[config.mk]
export PLATFORM = sky130hd
export DESIGN_NAME = grid_neighborhood_enumerator_flat
export DESIGN_NICKNAME = d
export VERILOG_FILES = /design/src/rtl/gne_pkg.sv /design/src/rtl/gne_if.sv /design/src/rtl/gne_remainder.sv /design/src/rtl/gne_scan.sv /design/src/rtl/grid_neighborhood_enumerator.sv /design/src/flat_wrapper.sv
export SDC_FILE = /design/constraint.sdc
export NUM_CORES = 1
export LEC_CHECK = 0
export ABC_CLOCK_PERIOD_IN_PS = 14200
export BUFFER_PORTS_ARGS = -buffer_cell sky130_fd_sc_hd__buf_2
export CORE_MARGIN = 4
export CORE_UTILIZATION = 30
export DETAILED_ROUTE_END_ITERATION = 12
export HOLD_SLACK_MARGIN = 0.06
export PLACE_DENSITY = 0.51
export SLEW_MARGIN = 20
export SYNTH_ARGS = -nofsm -noshare
export SYNTH_HDL_FRONTEND = slang
export SYNTH_SLANG_ARGS = --single-unit
[constraint.sdc]
create_clock -name clock -period 14.2 [get_ports clock]
set_input_delay 0 -clock clock [delete_from_list [all_inputs] [get_ports clock]]
set_output_delay 0 -clock clock [all_outputs]
set_load 0.05 [all_outputs]
[src/rtl/gne_pkg.sv]
// ---------------------------------------------------------------------------
// gne_pkg
// shared constants, register indexes and types of the neighbourhood enumerator
// ---------------------------------------------------------------------------
package gne_pkg;

   // default parameter values
   localparam int MAX_RADIUS_DEF = 3;
   localparam int COORD_BITS_DEF = 10;

   // fixed field widths
   localparam int RADIUS_BITS    = 2;
   localparam int DIM_BITS       = 11;
   localparam int CSR_INDEX_BITS = 2;
   localparam int CSR_DATA_BITS  = 11;

   // register reset values
   localparam logic [DIM_BITS-1:0] GRID_WIDTH_RST  = 11'd1024;
   localparam logic [DIM_BITS-1:0] GRID_HEIGHT_RST = 11'd1024;
   localparam logic                WRAP_RST        = 1'b0;

   // configuration register indexes
   typedef enum logic [CSR_INDEX_BITS-1:0] {
      REG_GRID_WIDTH    = 2'd0,
      REG_GRID_HEIGHT   = 2'd1,
      REG_WRAP_TOROIDAL = 2'd2
   } csr_reg_type;

   // word handed from the scan sequencer to the output register
   typedef struct packed {
      logic valid;
      logic last;
   } push_type;

endpackage

[src/rtl/gne_if.sv]
// ---------------------------------------------------------------------------
// gne channel interfaces
// query, result and register write channels with valid/ready handshake
// ---------------------------------------------------------------------------
interface gne_req_if #(
   parameter int COORD_BITS = gne_pkg::COORD_BITS_DEF
);
   logic                             valid;
   logic                             ready;
   logic [COORD_BITS-1:0]            pos_x;
   logic [COORD_BITS-1:0]            pos_y;
   logic [gne_pkg::RADIUS_BITS-1:0]  radius;
   logic                             square_shape;
   logic                             include_center;

   modport source (
      output valid, pos_x, pos_y, radius, square_shape, include_center,
      input  ready
   );
   modport sink (
      input  valid, pos_x, pos_y, radius, square_shape, include_center,
      output ready
   );
endinterface

interface gne_rsp_if #(
   parameter int COORD_BITS = gne_pkg::COORD_BITS_DEF
);
   logic                  valid;
   logic                  ready;
   logic [COORD_BITS-1:0] nb_x;
   logic [COORD_BITS-1:0] nb_y;
   logic                  last;

   modport source (
      output valid, nb_x, nb_y, last,
      input  ready
   );
   modport sink (
      input  valid, nb_x, nb_y, last,
      output ready
   );
endinterface

interface gne_csr_if;
   logic                                valid;
   logic                                ready;
   logic [gne_pkg::CSR_INDEX_BITS-1:0]  index;
   logic [gne_pkg::CSR_DATA_BITS-1:0]   wdata;

   modport source (
      output valid, index, wdata,
      input  ready
   );
   modport sink (
      input  valid, index, wdata,
      output ready
   );
endinterface

[src/rtl/gne_remainder.sv]
// ---------------------------------------------------------------------------
// gne_remainder
// restoring remainder unit, one dividend bit per cycle
// ---------------------------------------------------------------------------
module gne_remainder #(
   parameter int NUM_BITS = gne_pkg::COORD_BITS_DEF,
   parameter int DEN_BITS = gne_pkg::DIM_BITS
) (
   input  logic                clock,
   input  logic                reset,
   input  logic                start,
   input  logic [NUM_BITS-1:0] dividend,
   input  logic [DEN_BITS-1:0] divisor,
   output logic                done,
   output logic [DEN_BITS-1:0] rem
);

   localparam int CNT_BITS = $clog2(NUM_BITS + 1);

   logic                busy_ff, busy_in;
   logic                done_ff, done_in;
   logic [CNT_BITS-1:0] cnt_ff, cnt_in;
   logic [NUM_BITS-1:0] num_ff, num_in;
   logic [DEN_BITS-1:0] den_ff, den_in;
   logic [DEN_BITS-1:0] rem_ff, rem_in;

   logic [DEN_BITS:0]   trial;
   logic [DEN_BITS:0]   diff;
   logic                fits;

   // one trial subtract per cycle
   always_comb begin
      trial = {rem_ff, num_ff[NUM_BITS-1]};
      diff  = trial - {1'b0, den_ff};
      fits  = trial >= {1'b0, den_ff};
   end

   // step control
   always_comb begin
      busy_in = busy_ff;
      done_in = 1'b0;
      cnt_in  = cnt_ff;
      num_in  = num_ff;
      den_in  = den_ff;
      rem_in  = rem_ff;
      if (start) begin
         busy_in = 1'b1;
         cnt_in  = CNT_BITS'(NUM_BITS);
         num_in  = dividend;
         den_in  = divisor;
         rem_in  = '0;
      end else if (busy_ff) begin
         rem_in = fits ? diff[DEN_BITS-1:0] : trial[DEN_BITS-1:0];
         num_in = {num_ff[NUM_BITS-2:0], 1'b0};
         cnt_in = cnt_ff - CNT_BITS'(1);
         if (cnt_ff == CNT_BITS'(1)) begin
            busy_in = 1'b0;
            done_in = 1'b1;
         end
      end
   end

   always_ff @(posedge clock) begin
      if (reset) begin
         busy_ff <= 1'b0;
         done_ff <= 1'b0;
         cnt_ff  <= '0;
      end else begin
         busy_ff <= busy_in;
         done_ff <= done_in;
         cnt_ff  <= cnt_in;
      end
   end

   always_ff @(posedge clock) begin
      num_ff <= num_in;
      den_ff <= den_in;
      rem_ff <= rem_in;
   end

   assign done = done_ff;
   assign rem  = rem_ff;

endmodule

[src/rtl/gne_scan.sv]
// ---------------------------------------------------------------------------
// gne_scan
// query sequencer: centre reduction, offset scan, torus fold and hold stage
// ---------------------------------------------------------------------------
module gne_scan #(
   parameter int MAX_RADIUS = gne_pkg::MAX_RADIUS_DEF,
   parameter int COORD_BITS = gne_pkg::COORD_BITS_DEF,
   parameter int DW         = gne_pkg::DIM_BITS
) (
   input  logic                  clock,
   input  logic                  reset,
   gne_req_if.sink               req_ch,
   input  logic                  wrap,
   input  logic [DW-1:0]         w_dim,
   input  logic [DW-1:0]         h_dim,
   input  logic                  out_free,
   output gne_pkg::push_type     push,
   output logic [COORD_BITS-1:0] push_x,
   output logic [COORD_BITS-1:0] push_y
);

   localparam int RB = $clog2(MAX_RADIUS + 1);
   localparam int OW = RB + 1;
   localparam int SW = DW + 2;

   typedef enum logic [5:0] {
      S_IDLE  = 6'b000001,
      S_MODX  = 6'b000010,
      S_MODY  = 6'b000100,
      S_SCAN  = 6'b001000,
      S_FOLD  = 6'b010000,
      S_FLUSH = 6'b100000
   } scan_state_type;

   scan_state_type        state_ff, state_in;
   logic [DW-1:0]         base_x_ff, base_x_in;
   logic [DW-1:0]         base_y_ff, base_y_in;
   logic [RB-1:0]         r_ff, r_in;
   logic                  sq_ff, sq_in;
   logic                  ctr_ff, ctr_in;
   logic signed [OW-1:0]  dx_ff, dx_in;
   logic signed [OW-1:0]  dy_ff, dy_in;
   logic signed [SW-1:0]  fx_ff, fx_in;
   logic signed [SW-1:0]  fy_ff, fy_in;
   logic                  pend_valid_ff, pend_valid_in;
   logic [COORD_BITS-1:0] pend_x_ff, pend_x_in;
   logic [COORD_BITS-1:0] pend_y_ff, pend_y_in;

   logic                  rem_start;
   logic [COORD_BITS-1:0] rem_dividend;
   logic [DW-1:0]         rem_divisor;
   logic                  rem_done;
   logic [DW-1:0]         rem_value;

   logic [RB-1:0]         r_sat;
   logic signed [OW-1:0]  neg_r_sat;
   logic signed [OW-1:0]  r_s;
   logic signed [OW-1:0]  neg_r;
   logic signed [OW-1:0]  adx_full, ady_full;
   logic [RB-1:0]         adx, ady;
   logic [RB:0]           manhattan;
   logic                  skip;
   logic                  last_offset;
   logic signed [SW-1:0]  w_s, h_s;
   logic signed [SW-1:0]  cand_x, cand_y;
   logic signed [SW-1:0]  cur_x, cur_y;
   logic signed [SW-1:0]  adj_x, adj_y;
   logic                  in_x, in_y;
   logic                  stall;
   logic                  take;
   logic                  advance;

   // shared remainder unit reduces the centre onto the torus
   gne_remainder #(
      .NUM_BITS (COORD_BITS),
      .DEN_BITS (DW)
   ) u_rem (
      .clock    (clock),
      .reset    (reset),
      .start    (rem_start),
      .dividend (rem_dividend),
      .divisor  (rem_divisor),
      .done     (rem_done),
      .rem      (rem_value)
   );

   // radius saturation
   always_comb begin
      r_sat     = (int'(req_ch.radius) > MAX_RADIUS) ? RB'(MAX_RADIUS) : RB'(req_ch.radius);
      neg_r_sat = -$signed({1'b0, r_sat});
      r_s       = $signed({1'b0, r_ff});
      neg_r     = -r_s;
   end

   // shape and centre filter of the current offset
   always_comb begin
      adx_full    = dx_ff[OW-1] ? -dx_ff : dx_ff;
      ady_full    = dy_ff[OW-1] ? -dy_ff : dy_ff;
      adx         = adx_full[RB-1:0];
      ady         = ady_full[RB-1:0];
      manhattan   = {1'b0, adx} + {1'b0, ady};
      skip        = (!sq_ff && (manhattan > {1'b0, r_ff}))
                    || ((dx_ff == '0) && (dy_ff == '0) && !ctr_ff);
      last_offset = (dx_ff == r_s) && (dy_ff == r_s);
   end

   // coordinate unit: bounds compare and one fold step per axis
   always_comb begin
      w_s    = $signed({2'b00, w_dim});
      h_s    = $signed({2'b00, h_dim});
      cand_x = $signed({2'b00, base_x_ff}) + SW'(dx_ff);
      cand_y = $signed({2'b00, base_y_ff}) + SW'(dy_ff);
      cur_x  = (state_ff == S_FOLD) ? fx_ff : cand_x;
      cur_y  = (state_ff == S_FOLD) ? fy_ff : cand_y;
      in_x   = !cur_x[SW-1] && (cur_x < w_s);
      in_y   = !cur_y[SW-1] && (cur_y < h_s);
      adj_x  = cur_x[SW-1] ? cur_x + w_s : cur_x - w_s;
      adj_y  = cur_y[SW-1] ? cur_y + h_s : cur_y - h_s;
      stall  = pend_valid_ff && !out_free;
   end

   // sequencer
   always_comb begin
      state_in      = state_ff;
      base_x_in     = base_x_ff;
      base_y_in     = base_y_ff;
      r_in          = r_ff;
      sq_in         = sq_ff;
      ctr_in        = ctr_ff;
      dx_in         = dx_ff;
      dy_in         = dy_ff;
      fx_in         = fx_ff;
      fy_in         = fy_ff;
      pend_valid_in = pend_valid_ff;
      pend_x_in     = pend_x_ff;
      pend_y_in     = pend_y_ff;
      rem_start     = 1'b0;
      rem_dividend  = '0;
      rem_divisor   = '0;
      push          = '0;
      push_x        = pend_x_ff;
      push_y        = pend_y_ff;
      req_ch.ready  = 1'b0;
      take          = 1'b0;
      advance       = 1'b0;

      case (state_ff)
         S_IDLE: begin
            req_ch.ready = 1'b1;
            if (req_ch.valid) begin
               base_x_in = DW'(req_ch.pos_x);
               base_y_in = DW'(req_ch.pos_y);
               r_in      = r_sat;
               sq_in     = req_ch.square_shape;
               ctr_in    = req_ch.include_center;
               dx_in     = neg_r_sat;
               dy_in     = neg_r_sat;
               if (wrap) begin
                  rem_start    = 1'b1;
                  rem_dividend = req_ch.pos_x;
                  rem_divisor  = w_dim;
                  state_in     = S_MODX;
               end else begin
                  state_in = S_SCAN;
               end
            end
         end
         S_MODX: begin
            if (rem_done) begin
               base_x_in    = rem_value;
               rem_start    = 1'b1;
               rem_dividend = base_y_ff[COORD_BITS-1:0];
               rem_divisor  = h_dim;
               state_in     = S_MODY;
            end
         end
         S_MODY: begin
            if (rem_done) begin
               base_y_in = rem_value;
               state_in  = S_SCAN;
            end
         end
         S_SCAN: begin
            if (skip) begin
               advance = 1'b1;
            end else if (in_x && in_y) begin
               take = !stall;
            end else if (wrap) begin
               fx_in    = in_x ? cur_x : adj_x;
               fy_in    = in_y ? cur_y : adj_y;
               state_in = S_FOLD;
            end else begin
               advance = 1'b1;
            end
         end
         S_FOLD: begin
            if (in_x && in_y) begin
               take = !stall;
            end else begin
               fx_in = in_x ? cur_x : adj_x;
               fy_in = in_y ? cur_y : adj_y;
            end
         end
         S_FLUSH: begin
            if (!pend_valid_ff) begin
               state_in = S_IDLE;
            end else if (out_free) begin
               push.valid    = 1'b1;
               push.last     = 1'b1;
               pend_valid_in = 1'b0;
               state_in      = S_IDLE;
            end
         end
         default: begin
            state_in = S_IDLE;
         end
      endcase

      // new neighbour enters the hold stage, the previous one moves on
      if (take) begin
         pend_valid_in = 1'b1;
         pend_x_in     = cur_x[COORD_BITS-1:0];
         pend_y_in     = cur_y[COORD_BITS-1:0];
         push.valid    = pend_valid_ff;
         advance       = 1'b1;
      end

      // row-major offset step
      if (advance) begin
         if (last_offset) begin
            state_in = S_FLUSH;
         end else begin
            state_in = S_SCAN;
            if (dx_ff == r_s) begin
               dx_in = neg_r;
               dy_in = dy_ff + OW'(1);
            end else begin
               dx_in = dx_ff + OW'(1);
            end
         end
      end
   end

   always_ff @(posedge clock) begin
      if (reset) begin
         state_ff      <= S_IDLE;
         pend_valid_ff <= 1'b0;
      end else begin
         state_ff      <= state_in;
         pend_valid_ff <= pend_valid_in;
      end
   end

   always_ff @(posedge clock) begin
      base_x_ff <= base_x_in;
      base_y_ff <= base_y_in;
      r_ff      <= r_in;
      sq_ff     <= sq_in;
      ctr_ff    <= ctr_in;
      dx_ff     <= dx_in;
      dy_ff     <= dy_in;
      fx_ff     <= fx_in;
      fy_ff     <= fy_in;
      pend_x_ff <= pend_x_in;
      pend_y_ff <= pend_y_in;
   end

endmodule

[src/rtl/grid_neighborhood_enumerator.sv]
// ---------------------------------------------------------------------------
// grid_neighborhood_enumerator
// lists the neighbour cells of one grid position, square or diamond shape
// ---------------------------------------------------------------------------
// channels: req_ch takes one query word (centre, radius, shape, centre flag);
// rsp_ch returns one word per neighbour in row-major order, dy outer, dx inner,
// with last set on the final word; csr_ch writes grid_width, grid_height and
// wrap_toroidal, and is always ready.
// rate: the scan visits one offset per cycle while no stall holds it, then a
// flush state and an idle state that takes the next query. With wrap on, the
// shared remainder unit first reduces the centre, x and then y, and each
// neighbour that lands off the grid is folded one step per axis at a time in
// a fold state; without wrap it is dropped.
// hold: a neighbour waits in a one-word hold stage until the next is found
// or the scan ends, so that last can be marked; the flush state passes the last
// word on to the output register. req_ch is ready only between queries.
// stall: when the hold stage has a word to pass on and the output register is
// still full, the scan holds at its next neighbour until rsp_ch takes the word.
// reset: registers go to 1024 x 1024 without wrap, the output register empties
// and the block is ready for a query on the next cycle.
// ---------------------------------------------------------------------------
module grid_neighborhood_enumerator #(
   parameter int MAX_RADIUS = gne_pkg::MAX_RADIUS_DEF,
   parameter int COORD_BITS = gne_pkg::COORD_BITS_DEF
) (
   input  logic      clock,
   input  logic      reset,
   gne_req_if.sink   req_ch,
   gne_rsp_if.source rsp_ch,
   gne_csr_if.sink   csr_ch
);

   localparam int DW = (COORD_BITS + 1 > gne_pkg::DIM_BITS) ? COORD_BITS + 1
                                                            : gne_pkg::DIM_BITS;
   localparam logic [DW-1:0] DIM_MAX = DW'(1) << COORD_BITS;

   logic [gne_pkg::DIM_BITS-1:0] grid_width_ff, grid_width_in;
   logic [gne_pkg::DIM_BITS-1:0] grid_height_ff, grid_height_in;
   logic                         wrap_ff, wrap_in;

   logic [DW-1:0]                w_dim, h_dim;

   logic                         rsp_valid_ff, rsp_valid_in;
   logic [COORD_BITS-1:0]        nb_x_ff, nb_x_in;
   logic [COORD_BITS-1:0]        nb_y_ff, nb_y_in;
   logic                         last_ff, last_in;

   logic                         out_free;
   gne_pkg::push_type            push;
   logic [COORD_BITS-1:0]        push_x, push_y;

   // register writes
   assign csr_ch.ready = 1'b1;

   always_comb begin
      grid_width_in  = grid_width_ff;
      grid_height_in = grid_height_ff;
      wrap_in        = wrap_ff;
      if (csr_ch.valid) begin
         case (csr_ch.index)
            gne_pkg::REG_GRID_WIDTH: begin
               grid_width_in = csr_ch.wdata[gne_pkg::DIM_BITS-1:0];
            end
            gne_pkg::REG_GRID_HEIGHT: begin
               grid_height_in = csr_ch.wdata[gne_pkg::DIM_BITS-1:0];
            end
            gne_pkg::REG_WRAP_TOROIDAL: begin
               wrap_in = csr_ch.wdata[0];
            end
            default: begin
            end
         endcase
      end
   end

   always_ff @(posedge clock) begin
      if (reset) begin
         grid_width_ff  <= gne_pkg::GRID_WIDTH_RST;
         grid_height_ff <= gne_pkg::GRID_HEIGHT_RST;
         wrap_ff        <= gne_pkg::WRAP_RST;
      end else begin
         grid_width_ff  <= grid_width_in;
         grid_height_ff <= grid_height_in;
         wrap_ff        <= wrap_in;
      end
   end

   // empty grid acts as one cell, oversized grid is capped at the coordinate range
   always_comb begin
      w_dim = DW'(grid_width_ff);
      if (grid_width_ff == '0) begin
         w_dim = DW'(1);
      end else if (DW'(grid_width_ff) > DIM_MAX) begin
         w_dim = DIM_MAX;
      end
      h_dim = DW'(grid_height_ff);
      if (grid_height_ff == '0) begin
         h_dim = DW'(1);
      end else if (DW'(grid_height_ff) > DIM_MAX) begin
         h_dim = DIM_MAX;
      end
   end

   gne_scan #(
      .MAX_RADIUS (MAX_RADIUS),
      .COORD_BITS (COORD_BITS),
      .DW         (DW)
   ) u_scan (
      .clock    (clock),
      .reset    (reset),
      .req_ch   (req_ch),
      .wrap     (wrap_ff),
      .w_dim    (w_dim),
      .h_dim    (h_dim),
      .out_free (out_free),
      .push     (push),
      .push_x   (push_x),
      .push_y   (push_y)
   );

   // output register
   assign out_free = !rsp_valid_ff || rsp_ch.ready;

   always_comb begin
      rsp_valid_in = rsp_valid_ff;
      nb_x_in      = nb_x_ff;
      nb_y_in      = nb_y_ff;
      last_in      = last_ff;
      if (push.valid) begin
         rsp_valid_in = 1'b1;
         nb_x_in      = push_x;
         nb_y_in      = push_y;
         last_in      = push.last;
      end else if (rsp_ch.ready) begin
         rsp_valid_in = 1'b0;
      end
   end

   always_ff @(posedge clock) begin
      if (reset) begin
         rsp_valid_ff <= 1'b0;
      end else begin
         rsp_valid_ff <= rsp_valid_in;
      end
   end

   always_ff @(posedge clock) begin
      nb_x_ff <= nb_x_in;
      nb_y_ff <= nb_y_in;
      last_ff <= last_in;
   end

   assign rsp_ch.valid = rsp_valid_ff;
   assign rsp_ch.nb_x  = nb_x_ff;
   assign rsp_ch.nb_y  = nb_y_ff;
   assign rsp_ch.last  = last_ff;

endmodule

[src/flat_wrapper.sv]
// flat-port wrapper written by rule: the top's interface ports become plain ports
module grid_neighborhood_enumerator_flat 
#(
   parameter int MAX_RADIUS = gne_pkg::MAX_RADIUS_DEF,
   parameter int COORD_BITS = gne_pkg::COORD_BITS_DEF
)
  (clock, reset, req_ch_valid, req_ch_pos_x, req_ch_pos_y, req_ch_radius, req_ch_square_shape, req_ch_include_center, req_ch_ready, rsp_ch_valid, rsp_ch_nb_x, rsp_ch_nb_y, rsp_ch_last, rsp_ch_ready, csr_ch_valid, csr_ch_index, csr_ch_wdata, csr_ch_ready);
  gne_req_if #(.COORD_BITS(COORD_BITS)) req_ch_i ();
  gne_rsp_if #(.COORD_BITS(COORD_BITS)) rsp_ch_i ();
  gne_csr_if csr_ch_i ();
  input  logic clock;
  input  logic reset;
  input wire logic [$bits(req_ch_i.valid)-1:0] req_ch_valid;
  input wire logic [$bits(req_ch_i.pos_x)-1:0] req_ch_pos_x;
  input wire logic [$bits(req_ch_i.pos_y)-1:0] req_ch_pos_y;
  input wire logic [$bits(req_ch_i.radius)-1:0] req_ch_radius;
  input wire logic [$bits(req_ch_i.square_shape)-1:0] req_ch_square_shape;
  input wire logic [$bits(req_ch_i.include_center)-1:0] req_ch_include_center;
  output wire logic [$bits(req_ch_i.ready)-1:0] req_ch_ready;
  output wire logic [$bits(rsp_ch_i.valid)-1:0] rsp_ch_valid;
  output wire logic [$bits(rsp_ch_i.nb_x)-1:0] rsp_ch_nb_x;
  output wire logic [$bits(rsp_ch_i.nb_y)-1:0] rsp_ch_nb_y;
  output wire logic [$bits(rsp_ch_i.last)-1:0] rsp_ch_last;
  input wire logic [$bits(rsp_ch_i.ready)-1:0] rsp_ch_ready;
  input wire logic [$bits(csr_ch_i.valid)-1:0] csr_ch_valid;
  input wire logic [$bits(csr_ch_i.index)-1:0] csr_ch_index;
  input wire logic [$bits(csr_ch_i.wdata)-1:0] csr_ch_wdata;
  output wire logic [$bits(csr_ch_i.ready)-1:0] csr_ch_ready;
  assign req_ch_i.valid = req_ch_valid;
  assign req_ch_i.pos_x = req_ch_pos_x;
  assign req_ch_i.pos_y = req_ch_pos_y;
  assign req_ch_i.radius = req_ch_radius;
  assign req_ch_i.square_shape = req_ch_square_shape;
  assign req_ch_i.include_center = req_ch_include_center;
  assign req_ch_ready = req_ch_i.ready;
  assign rsp_ch_valid = rsp_ch_i.valid;
  assign rsp_ch_nb_x = rsp_ch_i.nb_x;
  assign rsp_ch_nb_y = rsp_ch_i.nb_y;
  assign rsp_ch_last = rsp_ch_i.last;
  assign rsp_ch_i.ready = rsp_ch_ready;
  assign csr_ch_i.valid = csr_ch_valid;
  assign csr_ch_i.index = csr_ch_index;
  assign csr_ch_i.wdata = csr_ch_wdata;
  assign csr_ch_ready = csr_ch_i.ready;
  grid_neighborhood_enumerator #(.MAX_RADIUS(MAX_RADIUS), .COORD_BITS(COORD_BITS)) u_core (.clock(clock), .reset(reset), .req_ch(req_ch_i), .rsp_ch(rsp_ch_i), .csr_ch(csr_ch_i));
endmodule
==> results.md, run 1 <==
Run status:
- The run finished with clean final reports.

Global routing:
- The total overflow left after global routing is 0.
- The first global-routing pass estimated about 46000 um of wire.
- In the global route stage, met3 resource usage came out at 0.02541.
- The number of antenna violations at the first check in global routing is 0.
- The via count of the first global-routing pass is 8235.
- In the global route stage, met2 resource usage came out at 0.2552.
- Entering global routing, the biggest net connects 38 pins.
- The layer flagged by global routing as most heavily used is met2.
- For this run, global-route usage on met1 was measured as 0.2060.
- Across every metal layer, demand over resource in global routing totals 0.1526.

Synthesis:
- After synthesis, the largest family of logic cells by area is compound AO/OA/AOI/OAI gates.
- The share of async-settable or async-resettable flops after synthesis is 0.
- The top cell type by total area after synthesis is sky130_fd_sc_hd__edfxtp_1.
- After synthesis, the netlist uses slightly above 80 different library cells.
- After technology mapping, the gate count stands at 1123.
- In this run, synthesis produced a sequential element count of 168.
- Sorting the synthesized cells by area gives the leading types as sky130_fd_sc_hd__edfxtp_1 (32%), sky130_fd_sc_hd__ha_1 (10%), sky130_fd_sc_hd__dfxtp_1 (10%).
- The number of enable-type register cells in the synthesized netlist is approximately 110.
- The multiplexer share of the synthesized area is 0.05244.
- The area share of and/or/nand/nor cells after synthesis is 0.1513.
- The synthesized netlist net count is 1263.
- Of the total synthesized cell area, the portion taken by XOR and XNOR cells is 0.03898.
- The register area share after synthesis is 0.4176.
- The most used flip-flop cell after synthesis is sky130_fd_sc_hd__edfxtp_1.
- After synthesis the cells add up to 10790 um2.
- Of the total synthesized cell area, the portion taken by full adders, half adders and majority gates is 0.1193.
- The count of synthesis-stage warnings from yosys is 0.
- The share of synthesized area in the top cell type comes to 0.3174.
- The synthesized area divided by synthesized cell count is 9.604 um2.
- The complex-gate fraction of the synthesized area is 0.1756.

Min path:
- The number of stages on the worst hold path is 2.
- The min-delay analysis places its worst path in the category input port to flip-flop.

CTS:
- The H-tree was split into 4 levels.
- The TritonCTS clock tree is built.
- The cell sitting at the root of the clock tree is a sky130_fd_sc_hd__clkbuf_16.
- Clock tree synthesis inserted a total of 17 buffers.
- The maximum buffer depth of the clock tree is 2.
- The source-to-sink clock delay at the later pin of the worst-skew pair is 0.44 ns.
- The number of sinks driven by the clock tree is 168.
- The post-CTS clock slew at the launch and capture registers of the worst setup and hold paths is around 0.070 ns.
- In this run the post-CTS setup repair buffer count came out at 0.

Route:
- The final layout contains routed wiring with a total length of 29500 um.
- For this run, the detailed router's first-pass iteration total came to 5.
- The final routed DRC violation total is 0.
- The number of vias in the routed layout is 8367.
- In the routed layout, each cell is associated on average with a via count of just under 5.
- The starting DRC count in detailed routing is 520.
- Dividing the detail-routed wire length by the instance count gives around 17 um.
- In this run the remaining antenna-violating nets after routing total 0.

Placed design:
- The estimated wirelength of the detail-placed design is 22190 um.
- The cell area after placement is 11630 um2.
- The placement-stage worst setup slack is between 7 and 8 ns.
- The routability-driven placement congestion ratio is 0.8274.
- The port buffer count is 64.
- The placed instance count is 1619.

Timing:
- The final hold violation count was 0.
- The remaining max-slew budget at the tightest pin is 0.3157.
- Setup repair after global routing left no endpoint under its margin.
- The post-layout minimum cycle time is 6.386 ns.
- Derived from the worst setup path, the maximum achievable clock frequency is between 150 and 200 MHz.
- The transition at the pin with the smallest max-transition slack is 1.026 ns.
- Dividing the final minimum period by the clock period gives 0.4497.
- Setup violations remaining at the end of the flow were counted as 0.
- The count of final max-slew check failures is 0.
- Clock skew on the completed layout was measured at between 0.01 and 0.015 ns.
- The setup TNS is 0 ns.
- Setup slack closes at 7.814 ns.

Setup path:
- The critical path in this run is classified as flip-flop to flip-flop.
- The number of cells traversed by the worst register-to-register path is 18.
- STA puts the critical path data arrival time at 6.44 ns.
- Along the worst path, the maximum fanout reaches 24.
- The kind of end point of the critical path is a flip-flop.
- The worst setup path is launched from a flip-flop.
- Data on the critical path is required at its endpoint by between 10 and 15 ns.

Floorplan:
- The standard-cell row count is 69.
- After floorplanning, the core was sized to cover 35480 um2.
- The die covers just under 40000 um2.
- The initial standard-cell utilization of the core is 0.3040.
- The floorplan die height is 197.6 um.
- The floorplan die width is between 150 and 200 um.
- Pin placement for this block handled 66 I/O pins.

Flow run:
- Across the run, the number of max-cap violations was 0.

Layout:
- The most common library cell in the layout ignoring fill and taps is sky130_fd_sc_hd__nand2_1.
- Summing all non-filler instances in the final layout gives an area of between 10000 and 15000 um2.
- The final standard cell count with taps included and fillers excluded is 1693.
- After the last flow step, the layout net total stands at roughly 1400.
- The number of antenna diodes in the final layout is 0.
- The area growth from synthesis to layout is 17.09%.
- In the final layout, the share of cells above drive strength 1 is 0.1250.
- The library cells used most frequently in the layout, excluding fill and tap cells, are sky130_fd_sc_hd__nand2_1 (148), sky130_fd_sc_hd__edfxtp_1 (114), sky130_fd_sc_hd__ha_1 (90).
- The core occupancy in the finished layout is 0.3559.

Power:
- The total power density per cell area is 234.6 nW/um2.
- The maximum resistive drop on vdd is 110.2 uV.
- For this design the static power due to leakage is between 5 and 6 nW.
-- cells in the mapped netlist (3+ instances only) --
library cell	n
sky130_fd_sc_hd__nand2_1	148
sky130_fd_sc_hd__edfxtp_1	114
sky130_fd_sc_hd__ha_1	90
sky130_fd_sc_hd__a21oi_1	86
sky130_fd_sc_hd__nor2_1	86
sky130_fd_sc_hd__inv_1	82
sky130_fd_sc_hd__dfxtp_1	54
sky130_fd_sc_hd__o21ai_0	46
sky130_fd_sc_hd__mux2i_1	34
sky130_fd_sc_hd__clkbuf_1	33
sky130_fd_sc_hd__xnor2_1	31
sky130_fd_sc_hd__a21o_1	24
sky130_fd_sc_hd__mux2_2	19
sky130_fd_sc_hd__nor2b_1	19
sky130_fd_sc_hd__xor2_1	17
sky130_fd_sc_hd__a211oi_1	15
sky130_fd_sc_hd__nor3_1	14
sky130_fd_sc_hd__o22ai_1	12
sky130_fd_sc_hd__a22oi_1	10
sky130_fd_sc_hd__a31oi_1	10
sky130_fd_sc_hd__o211ai_1	9
sky130_fd_sc_hd__o31ai_1	9
sky130_fd_sc_hd__fa_1	8
sky130_fd_sc_hd__nand3_1	8
sky130_fd_sc_hd__nor4_1	8
sky130_fd_sc_hd__o21bai_1	8
sky130_fd_sc_hd__a21boi_0	7
sky130_fd_sc_hd__nand2b_1	7
sky130_fd_sc_hd__or2_2	7
sky130_fd_sc_hd__and3_1	6
sky130_fd_sc_hd__nand3b_1	6
sky130_fd_sc_hd__nand4_1	6
sky130_fd_sc_hd__nor3b_1	6
sky130_fd_sc_hd__o21a_1	6
sky130_fd_sc_hd__o31a_1	5
sky130_fd_sc_hd__and2_1	4
sky130_fd_sc_hd__buf_1	4
sky130_fd_sc_hd__o221ai_1	4
sky130_fd_sc_hd__o41ai_1	4
sky130_fd_sc_hd__a311oi_1	3
sky130_fd_sc_hd__or3_1	3
sky130_fd_sc_hd__or3b_2	3
-- what timing repair did --
item / in CTS / in global routing
hold buffers: 42 / 0
endpoints found under the hold margin: 62 / 0
resized for setup: 0 / 0
endpoints found under the setup margin: 0 / 0
-- worst max-delay path: stages (launching register included) --
cell and delay, ns:
sky130_fd_sc_hd__dfxtp_1 0.78, sky130_fd_sc_hd__ha_1 0.43, sky130_fd_sc_hd__a21o_1 0.21, sky130_fd_sc_hd__a31oi_1 0.24, sky130_fd_sc_hd__a21boi_0 0.32, sky130_fd_sc_hd__o21bai_1 0.10, sky130_fd_sc_hd__a21oi_1 0.17, sky130_fd_sc_hd__xor2_1 0.08
sky130_fd_sc_hd__o21ai_0 0.39, sky130_fd_sc_hd__ha_1 0.40, sky130_fd_sc_hd__a21oi_1 0.22, sky130_fd_sc_hd__a21oi_1 0.09, sky130_fd_sc_hd__nor2_1 0.10, sky130_fd_sc_hd__o31ai_1 0.13, sky130_fd_sc_hd__a2111oi_4 0.43, sky130_fd_sc_hd__nand4_2 0.21
sky130_fd_sc_hd__or2_1 0.41, sky130_fd_sc_hd__clkinv_2 0.40, sky130_fd_sc_hd__o21a_1 0.85
-- where the power goes --
part           internal [W]  switching [W]
sequential         0.000662      0.0000784
clock              0.000264       0.000202
combinational      0.000743        0.00101
-- registers in the layout, indices dropped and copies added (netlist names), 4 cells and up --
| signal | count |
|---|---|
| u_core.u_scan.state_ff | 6 |
| u_core.u_scan.fy_ff | 13 |
| u_core.u_scan.u_rem.num_ff | 10 |
| u_core.rsp_ch.nb_x | 10 |
| u_core.u_scan.push_x | 10 |
| u_core.u_scan.u_rem.rem | 11 |
| u_core.u_scan.base_y_ff | 11 |
| u_core.grid_height_ff | 11 |
| u_core.u_scan.base_x_ff | 11 |
| u_core.rsp_ch.nb_y | 10 |
| u_core.u_scan.u_rem.cnt_ff | 4 |
| u_core.u_scan.u_rem.den_ff | 11 |
| u_core.u_scan.push_y | 10 |
| u_core.u_scan.fx_ff | 13 |
| u_core.grid_width_ff | 11 |
-- kinds of logic (layout without fill, tap and decap cells) --
group	Yosys count	in the layout
buffers and inverters	124	233
and+or+nand+nor	346	346
muxes	54	54
AOI/OAI and AO/OA	284	284
other	1	1
adders and majority gates	98	98
DFF	168	168
xor gates and xnor gates	48	48
-- final cells by class --
| cell class | instances | area [um2] |
|---|---|---|
| Fill cell | 3605 | 22850 |
| Multi-Input combinational cell | 831 | 5833 |
| Sequential cell | 168 | 4504 |
| Timing Repair Buffer | 117 | 823.3 |
| Tap cell | 461 | 576.8 |
| Clock buffer | 21 | 450.4 |
| Inverter | 84 | 316.6 |
| Clock inverter | 11 | 123.9 |
-- final timing paths --
check                           from  slack, ns                 endpoint
max           u_core.u_scan.dx_ff[2]       7.81    u_core.rsp_ch.nb_y[6]
min                            reset       0.13  u_core.grid_width_ff[1]
max reg2reg   u_core.u_scan.dx_ff[2]       7.81    u_core.rsp_ch.nb_y[6]
min reg2reg  u_core.u_scan.push_y[4]       0.42    u_core.rsp_ch.nb_y[4]
-- routing by layer --
layer	part of all wire	wire length [um]
met5	0	0
met4	0.017	501
met3	0.029	858
met2	0.47	14000
met1	0.48	14140
-- stage by stage --
stage	total power, W	hold WS, ns
floorplan	0.002082	0.09887
global placement	0.002483	0.1922
detailed placement	0.002488	0.1855
CTS	0.002978	0.1191
global route	0.003232	0.1605
finish	0.002963	0.1318
Power figures use the tool's default switching activity.
==> run 2, diff against run 1 <==
- ABC_AREA: not set -> 1
- ABC_CLOCK_PERIOD_IN_PS: 14200 -> 5630
- PLACE_DENSITY: 0.51 -> 0.53
- clock period: 14.2 -> 5.63 ns (I/O delays scaled with it)
==> results.md, run 2 <==
Setup path:
- The number of cells traversed by the worst register-to-register path is 17 (-1).
- The startpoint class of the critical path is a flip-flop.
- The worst-case register-to-register setup slack was 0.89 ns (-6.92 ns).
- The maximum fanout encountered on the critical timing path is 26 (+8.3%).
- The terminus of the critical flop-to-flop path is u_core.u_scan.fx_ff[8].
- STA classifies the critical path endpoint as a flip-flop.
- The critical path is of the flip-flop to flip-flop type.
- The critical path arrival is 4.89 ns (-1.55 ns).
- The required time at the endpoint of the critical path was 5.79 ns (-8.46 ns).
- The origin of the critical flop-to-flop path is u_core.u_scan.dy_ff[2].

Global routing:
- The via count of the first global-routing pass is 9354 (+14%).
- The global-route wire length before repair is 50710 um (+9.6%).
- The largest net degree at the start of global routing is 31 (-18%).
- The overall overflow remaining after global route is 0 (unchanged).
- The number of antenna violations at the first check in global routing is 0 (unchanged).
- The global-route total usage across every layer was 0.1642 (+0.01163).

Route:
- The routed length per placed instance is 16.66 um (-4.4%).
- The length of the first detailed-routing pass in iterations is 5 (unchanged).
- The total wire length is 32330 um (+9.6%).
- The number of vias in the routed layout is 9589 (+15%).
- The ratio of routed vias to standard cells is 4.943 (about the same).
- The final routed DRC violation total is 0 (unchanged).
- The number of nets with antenna violations after routing is 0 (unchanged).
- The starting DRC count in detailed routing is 834 (+60%).

Timing:
- The portion of the clock cycle consumed by the worst path in the final layout was 0.8414 (+0.3917).
- Setup repair after global routing left no endpoint under its margin.
- The post-layout minimum cycle time is 4.737 ns (-1.649 ns).
- The remaining max-slew budget at the tightest pin is 0.3691 (+0.05342).
- The final hold violation count was 0 (unchanged).
- The setup TNS is 0 ns (unchanged).
- The total of endpoints with negative setup slack in the final report is 0 (unchanged).
- The post-route clock skew was 0.01920 ns (+0.005785 ns).
- The count of final max-slew check failures is 0 (unchanged).
- The transition at the pin with the smallest max-transition slack is 0.9440 ns (-0.08242 ns).
- The maximum operating frequency is 211.1 MHz (+35%).

Synthesis:
- By count the netlist is led by sky130_fd_sc_hd__nand2_1 (285), sky130_fd_sc_hd__inv_1 (203), sky130_fd_sc_hd__o21ai_0 (132).
- The most used flip-flop cell after synthesis is sky130_fd_sc_hd__edfxtp_1.
- The number of different library cells in the post-synthesis netlist is 48 (-41%).
- The share of async-settable or async-resettable flops after synthesis was 0 (unchanged).
- The adder-cell area share of the yosys netlist is 0.1173 (-0.001919).
- The register area share after synthesis is 0.4109 (-0.006721).
- The synthesized instance count is 1357 (+21%).
- The post-synthesis share of cell area spent on xor and xnor gates is 0.03356 (-0.005421).
- The flip-flop and latch count after synthesis came to 168 (unchanged).
- The complex-gate fraction of the synthesized area is 0.1525 (-0.02314).
- The multiplexer share of the synthesized area came to 0.002739 (-0.04970).
- The post-synth design cell area is 10960 um2 (+1.6%).
- The share of the synthesized area in the top cell type was 0.3123 (-0.005108).
- After synthesis, the cell types taking the most area are sky130_fd_sc_hd__edfxtp_1 (31%), sky130_fd_sc_hd__ha_1 (10%), sky130_fd_sc_hd__dfxtp_1 (9.9%).
- The number of enable-type register cells in the synthesized netlist is 114 (unchanged).
- The count of synthesis-stage warnings from yosys was 0 (unchanged).
- Among all cell types in the netlist, the one instantiated most often is sky130_fd_sc_hd__nand2_1.
- The synthesized area divided by synthesized cell count is 8.078 um2 (-16%).
- The top cell type by total area after synthesis is sky130_fd_sc_hd__edfxtp_1.
- The synthesized netlist net count is 1497 (+19%).
- The main combinational cell family by area after synthesis is simple AND/OR/NAND/NOR gates.
- The area share of and/or/nand/nor cells after synthesis is 0.1989 (+0.04767).

CTS:
- The maximum buffer depth of the clock tree is 2 (unchanged).
- The count of hold-fix buffers inserted at cts is 46 (+9.5%).
- The source-to-sink clock delay at the later pin of the worst-skew pair came to 0.45 ns (about the same).
- TritonCTS built the clock tree.
- The number of buffers added for setup after CTS came to 0 (unchanged).
- The post-CTS clock slew at the launch and capture registers of the worst setup and hold paths is 0.08 ns (about the same).
- The number of sinks driven by the clock tree came to 168 (unchanged).
- The library cell used as clock root buffer is sky130_fd_sc_hd__clkbuf_16.
- The post-cts sizing count was 0 (unchanged).
- The number of CTS-inserted buffers came to 17 (unchanged).
- The number of levels in the clock H-tree was 4 (unchanged).

Placed design:
- The routability-driven placement congestion ratio is 0.9269 (+12%).
- The estimated wirelength of the detail-placed design is 25100 um (+13%).
- The port buffer count came to 64 (unchanged).

Floorplan:
- The die outline area came to 39660 um2 (+1.6%).
- The initial standard-cell utilization of the core was 0.3060 (+0.001994).
- The floorplan die height was 199.2 um (+0.78%).
- The I/O pin count is 66 (unchanged).
- The floorplan die width is 199.2 um (+0.78%).
- The core footprint is 35830 um2 (+0.97%).
- The standard-cell row count is 69 (unchanged).

Layout:
- Leaving out fill and tap cells, the most frequent cell in the layout is sky130_fd_sc_hd__nand2_1.
- The largest registers in the layout are u_core.u_scan.fx_ff x13, u_core.u_scan.fy_ff x13.
- The top cell types in the final layout, fill and taps aside, are sky130_fd_sc_hd__nand2_1 (285), sky130_fd_sc_hd__inv_1 (203), sky130_fd_sc_hd__o21ai_0 (132).
- The number of antenna cells inserted came to 0 (unchanged).
- The number of filler instances in the final layout is 3688 (+2.3%).
- The ratio of cells with drive above 1 in the final layout came to 0.09466 (-0.03034).
- Relative to the synthesized area, the layout overhead comes to 17.30%.
- The total number of nets in the final design came to 1606 (+18%).

Min path:
- The startpoint of the worst hold path is req_ch_square_shape.
- The path class of the tightest hold or removal check is input port to flip-flop.
- The number of stages on the worst hold path is 2 (unchanged).
- The end point of the most critical hold path is u_core.u_scan.sq_ff.

Flow run:
- The number of violations of the max-capacitance limit is 0 (unchanged).

Run status:
- The run finished with clean final reports.
==> run 2: cell type report <==
type	instances	area [um2]	share of cell area
tap	461	576.8	0.04486
clock buffer	20	467.9	0.03639
timing repair buffer	126	900.9	0.07006
sequential	168	4504	0.3503
inverter	203	762.0	0.05926
clock inverter	12	103.9	0.008076
multi-input combinational	950	5543	0.4311
==> run 2: worst max-delay path: stages, from the launching register on <==
cell and delay, ns:
sky130_fd_sc_hd__dfxtp_1 0.70, sky130_fd_sc_hd__ha_1 0.40, sky130_fd_sc_hd__a21oi_1 0.17, sky130_fd_sc_hd__nand2_1 0.14, sky130_fd_sc_hd__a21oi_1 0.18, sky130_fd_sc_hd__xor2_1 0.12
sky130_fd_sc_hd__o21ai_0 0.53, sky130_fd_sc_hd__ha_1 0.43, sky130_fd_sc_hd__a21o_1 0.19, sky130_fd_sc_hd__a21oi_1 0.11, sky130_fd_sc_hd__inv_1 0.07, sky130_fd_sc_hd__nand2_1 0.05
sky130_fd_sc_hd__nand3_1 0.19, sky130_fd_sc_hd__inv_1 0.13, sky130_fd_sc_hd__nand3_1 0.36, sky130_fd_sc_hd__nor2_1 0.37, sky130_fd_sc_hd__nor2_2 0.05, sky130_fd_sc_hd__buf_4 0.25
==> run 2: routing by layer <==
layer,GRT usage,share of wire,vias to the layer above
met2,0.2644,0.46,246
met4,0.04838,0.021,0
met1,0.2238,0.47,4522
li1,-,-,4785
met5,0,0,-
met3,0.03389,0.053,36
==> run 2: cell families (layout without fill, tap and decap cells) <==
group	after synthesis	in the layout
other cells	1	1
compound gates	302	302
simple gates	504	504
mux	3	3
flops	168	168
fa+ha+maj	98	98
xor+xnor	42	42
buf+inv	239	361
==> run 2: how the worst max path moves through the flow <==
stage / start / end / slack (ns) / depth (start not counted)
after floorplan: u_core.u_scan.base_y_ff[0] / u_core.u_scan.fx_ff[0] / 1.02 / 19
after global placement: u_core.u_scan.dy_ff[2] / u_core.u_scan.fx_ff[12] / 1.01 / 18
after detailed placement: u_core.u_scan.dy_ff[2] / u_core.u_scan.fx_ff[12] / 0.92 / 17
after CTS: u_core.u_scan.dy_ff[2] / u_core.u_scan.fx_ff[8] / 0.89 / 17
after global routing: u_core.u_scan.dy_ff[2] / u_core.u_scan.state_ff[3] / 0.38 / 22
final: u_core.u_scan.dy_ff[2] / u_core.u_scan.fx_ff[8] / 0.89 / 17
==> run 2: through the flow <==
step / utilization / hold slack [ns] / worst slack (ns) / std cells / cell area (um2)
after floorplan: - / 0.06907 / 1.019 / 1357 / 10960
after global placement: 0.3301 / 0.1837 / 1.005 / 1862 / 11830
after detailed placement: 0.3301 / 0.1893 / 0.9239 / 1862 / 11830
after CTS: 0.3589 / 0.2542 / 0.8929 / 1940 / 12860
after global routing: 0.3589 / 0.2707 / 0.3843 / 1940 / 12860
final: 0.3589 / 0.2727 / 0.8930 / 1940 / 12860
Power of run 2 is left out: the tool's default activity adds up to more than one toggle a clock period on the data nets, which glitch-free logic cannot reach.
